$ cat config.mk
export PLATFORM = sky130hd
export DESIGN_NAME = nfha_modu
export DESIGN_NICKNAME = d
export VERILOG_FILES = /design/src/sv/nfha_pkg.sv /design/src/sv/nfha_modu.sv
export SDC_FILE = /design/constraint.sdc
export NUM_CORES = 1
export LEC_CHECK = 0
export ABC_AREA = 1
export BUFFER_PORTS_ARGS = -buffer_cell sky130_fd_sc_hd__buf_4
export CORE_UTILIZATION = 40
export DETAILED_ROUTE_END_ITERATION = 8
export PLACE_DENSITY = 0.76
export SLEW_MARGIN = 20
export SYNTH_ARGS = -nofsm -noshare
export SYNTH_HDL_FRONTEND = slang
export SYNTH_SLANG_ARGS = --single-unit
$ cat constraint.sdc
create_clock -name clock -period 2.1 [get_ports clock]
set_clock_uncertainty 0.15 [all_clocks]
set_input_delay 0.42 -clock clock [delete_from_list [all_inputs] [get_ports clock]]
set_output_delay 0.42 -clock clock [all_outputs]
set_load 0.005 [all_outputs]
$ cat src/sv/nfha_pkg.sv
// shared types and constants of the next-fit heap allocator
package nfha_pkg;

   // width of unwrapped position and size sums
   localparam int SUM_W = 18;
   // header length in bytes
   localparam logic [SUM_W-1:0] HDR = SUM_W'(3);

   typedef enum logic [2:0] {
      KIND_ALLOC   = 3'd0,
      KIND_FREE    = 3'd1,
      KIND_DESTROY = 3'd2,
      KIND_SETMARK = 3'd3,
      KIND_REUSE   = 3'd4,
      KIND_FIND    = 3'd5
   } kind_type;

   typedef enum logic [4:0] {
      ST_IDLE,
      ST_HMOD,
      ST_HR0,
      ST_HR1,
      ST_HR2,
      ST_HR3,
      ST_HW0,
      ST_HW1,
      ST_HW2,
      ST_OP_WR,
      ST_F_START,
      ST_F_LOOP,
      ST_F_CHK,
      ST_A_POS,
      ST_A_IN,
      ST_A_IN2,
      ST_A_DEC,
      ST_A_NXT,
      ST_A_MSTART,
      ST_A_MOD,
      ST_A_FIN,
      ST_DONE
   } state_type;

endpackage

$ cat src/sv/nfha_modu.sv
// iterative modulo unit, one compare and subtract of the heap length per cycle
module nfha_modu
   import nfha_pkg::*;
#(
   parameter int HEAP_BYTES = 4096,
   parameter int AW = 12
) (
   input  logic             clock,
   input  logic             reset,
   input  logic             start,
   input  logic [SUM_W-1:0] value,
   output logic             done,
   output logic [AW-1:0]    rem
);

   localparam logic [SUM_W-1:0] MODV = SUM_W'(HEAP_BYTES);

   logic             busy_ff, busy_in;
   logic             done_ff, done_in;
   logic [SUM_W-1:0] val_ff, val_in;

   // subtract the heap length until the value fits
   always_comb begin
      busy_in = busy_ff;
      done_in = 1'b0;
      val_in  = val_ff;
      if (start) begin
         busy_in = 1'b1;
         val_in  = value;
      end else if (busy_ff) begin
         if (val_ff >= MODV) begin
            val_in = val_ff - MODV;
         end else begin
            busy_in = 1'b0;
            done_in = 1'b1;
         end
      end
   end

   always_ff @(posedge clock) begin
      if (reset) begin
         busy_ff <= 1'b0;
         done_ff <= 1'b0;
      end else begin
         busy_ff <= busy_in;
         done_ff <= done_in;
      end
   end

   always_ff @(posedge clock) begin
      val_ff <= val_in;
   end

   assign done = done_ff;
   assign rem  = val_ff[AW-1:0];

endmodule

* Word-level counts from Yosys, hierarchy flattened
Index checks and enable logic that the tools add are counted.
** Storage, ports and cells
- Bits of input ports :: 21
- Bits in registers :: 20
- Logic and storage cells :: 17
- Output and inout port bits :: 13
** Operators by class
- Order comparisons :: 1
- Multiplexer cells :: 7
- Bitwise operators :: 1
- $add $sub $neg :: 1
- Reductions and logical operators :: 4
** Operator list (count)
- 2-to-1 mux 18 bit :: 3
- >= comparator 18 x 13 -> 1 bit, second input constant :: 1
- subtractor 18 x 13 -> 18 bit, second input constant :: 1
- 2-to-1 mux 1 bit :: 4
- nonzero test 2 bit :: 2
- OR reduction 3 bit :: 1
- AND reduction 2 bit :: 1
- inverter 1 bit :: 1

* Longest topological paths before layout
- Word-level depth :: 4
- Mapped depth :: 8
- Gate-level depth less buffers :: 8

* Worst setup path before layout
OpenSTA, ideal clock, no wires.
- Kind :: register to register
- From :: reg val_ff[12]
- To :: reg val_ff[12], enable pin
- Slack :: 584 ps
- Stages on the path, launching flop included :: 8
- Period minus slack after synthesis :: 1516 ps
- Arrival :: 1104 ps
- Data required time :: 1688 ps
- Cell sequence :: edfxtp_1 > inv_1 > ha_1 > nand3b_1 > nor2_1 > nand3_1 > nand2_1 > inv_1
** Between the ends
- Cells in the longest elaborated chain, start to end :: 3
** Ends and longest elaborated chain
- from (decl) :: line nfha_modu.sv:20 : logic [SUM_W-1:0] val_ff, val_in;
- from (signal assigned) :: line nfha_modu.sv:51 : val_ff <= val_in;
- >= comparator 18 x 13 -> 1 bit :: line nfha_modu.sv:31 : if (val_ff >= MODV) begin
- nonzero test 2 bit (no line)
- AND reduction 2 bit (no line)
No other way between the ends.
A chain may end at the register's enable or synchronous reset.

* Worst setup path after layout
- From :: reg val_ff[12]
- To :: reg val_ff[15], enable pin
Same word-level chain as after synthesis.

==> summary.md <==
| Metric | Value |
|---|---|
| Power consumption | `0.000808 W` |
| Chip Width | `52.6 µm` |
| Max cap viols | `0` |
| Final Hold Fails | `0` |
| Startpoint Class | `flop` |
| Outcome | `finished, final reports clean` |
| Worst Hold Class | `in -> reg` |
| Average size of a mapped cell | `between 9 and 10 µm²` |
| N_diodes | `0` |
| WS Path Type | `reg -> reg` |
| CORE AREA | `~2300 µm²` |
| Sw Ratio | `0.234` |
| Comb power frac | `0.162` |
| Die area | `2770 µm²` |
| First-pass GRT wire length | `2.75 mm` |
| Post-Syn Instances | `110` |
| Fraction of registers with async set/reset | `0` |
| Initial antenna violation count | `0` |
| 1st-iter DRT viols | `13` |
| Root Buffer | `clkbuf_4` |
| Fin util | `0.530` |
| Worst hold slack | `0.143 ns` |
| Clock network fraction of total power | `0.223` |
| FF+latch count, synth | `20` |
| Max-slew headroom | `0.792` |
| WP data arrival | `~1.6 ns` |
| Hold_buf cts | `0` |
| Largest area contributor in the netlist | `edfxtp_1` |
| RSZ-0062 raised after global routing | `false` |
| Leak pwr | `~0.60 nW` |
| DR vias/cell | `4.47` |
| Seq/Total Area, Yosys | `0.567` |
| # IOs | `34` |
| Synth top area cells | `edfxtp_1, nand2_1, buf_4` |
| # setup viols final | `0` |
| Top_reg_cell synth | `edfxtp_1` |
| Drt wl/cell | `10.7 µm` |
| Area delta synth->final | `20.0%` |
| Die height | `52.6 µm` |
| CTS Buf Count | `3` |
| Post-synth top area share | `0.528` |
| Req. time, crit path | `1.98 ns` |
| Fill count | `between 200 and 250` |
| Sum Neg Setup Slack | `0 ns` |
| Layout cell share with drive strength beyond 1 | `0.311` |
| Global Route Usage Sum | `0.141` |
| Tcrit/Tclk final | `0.810` |
| PostCTS Resize Cnt | `0` |
| # Post-CTS Setup Buffers | `0` |
| CTS Sinks | `20` |
| Clock buffer depth | `2` |
| Clock transition at path regs | `0.10 ns` |
| Tmin final | `1.70 ns` |
| Number of synthesized flops with an enable pin | `18` |
| Final nets | `156` |
| Peak supply drop | `379 µV` |
| Fmax | `0.588 GHz` |
| Worst R2R Path Depth | `7` |
| Worst-path fanout max | `6` |
| CTS tree | `done` |
| Final max-slew violation count | `0` |
| Worst-Skew Late Latency | `a little under 0.3 ns` |
| Post-Route WL | `1.71 mm` |
| Ys Warns | `0` |
| Commonest cells in the netlist | `nand2_1, edfxtp_1, inv_1` |
| Placer Congestion | `between 0.8 and 0.9` |
| P_sw | `0.000189 W` |
| CP Capture Type | `flop` |
| Pre-antenna DRT Iters | `4` |
| Drt drc | `0` |
| Row count | `17` |
| I/O Buffers | `33` |
| Gr ovfl total | `0` |
| Initial Utilization | `0.441` |
| Number of global-route vias before repair | `671` |
| Post-synth net total | `133` |
| Post-Syn Area | `1020 µm²` |
| Distinct cells, synth | `19` |
| Internal Dissipation | `0.000619 W` |
| Post-DP HPWL | `1.38 mm` |
| H-tree level count | `1` |
| Sequential Power Share | `0.615` |
| Pwr per Cell Area | `around 660 nW/µm²` |
| Count leader, synth | `nand2_1` |
| Via count | `715` |
| Cells after DPL | `156` |
| Finished Layout Cells | `160` |
| Hold Path Stages | `2` |
| ANT nets after route | `0` |
| Worst-Margin Slew | `0.312 ns` |
| Largest net degree at the start of global routing | `32` |
-- state kept, by name (all words and copies together) (netlist names) --
name,count
busy_ff,1
done,1
val_ff,18
-- final cells by class --
type                            count  area (µm²)  area share
Clock buffer                        4        26.3      0.0214
Tap cell                           28        35.0      0.0285
Timing Repair Buffer               33         248       0.202
Sequential cell                    20         581       0.473
Multi-Input combinational cell     58         275       0.224
Inverter                           17        63.8      0.0519
-- power by group through the flow --
stage	Combinational (W)	Sequential, W	Clock (W)
after floorplan	0.0000869	0.000500	0
after global placement	0.000128	0.000505	0
after detailed placement	0.000132	0.000507	0
after CTS	0.000133	0.000498	0.000185
after global routing	0.000148	0.000503	0.000204
final	0.000131	0.000497	0.000180
-- metal layers --
metal,part of all wire,GRT usage,wire (µm)
met4,0.019,0.0921,32
met3,0.059,0.0319,101
met1,0.42,0.165,718
met2,0.50,0.230,860
met5,0,0,0
-- cells in the final DEF (no fill, tap or decap) --
cell type and instances:
a31oi_1 3, buf_4 33, clkbuf_1 1, clkbuf_4 3, dfxtp_1 2, edfxtp_1 18, ha_1 2, inv_1 16
inv_2 1, nand2_1 26, nand3_1 3, nand3b_1 1, nor2_1 14, nor2_2 1, nor3_2 1, o21ai_0 3
o21bai_1 1, o31ai_1 1, or2_2 2
-- cell families after synthesis --
kind of cell | synth area share
AND/OR/NAND/NOR | 0.197
buffers and inverters | 0.164
flip-flops | 0.567
adder cells (fa/ha/maj) | 0.0244
AO/OA/AOI/OAI | 0.0477
-- through the flow --
stage / worst slack [ns] / area (µm²)
after floorplan: 0.584 / 1020
after global placement: 0.460 / 1200
after detailed placement: 0.410 / 1200
after CTS: 0.388 / 1230
after global routing: 0.226 / 1230
final: 0.399 / 1230
-- critical path, stage by stage (launching register included) --
cell and delay (ns):
edfxtp_1 0.45, inv_1 0.11, ha_1 0.19, nand3b_1 0.13
nor2_1 0.14, nand3_1 0.09, nand2_1 0.08, inv_1 0.11
-- worst paths after layout --
kind | start | end | slack (ns)
hold / removal | reset | done | 0.14
setup / recovery | val_ff[12] | val_ff[15] | 0.40
setup reg to reg | val_ff[12] | val_ff[15] | 0.40
hold reg to reg | busy_ff | done | 0.31
Note: power is estimated with default switching activity, not from simulation.
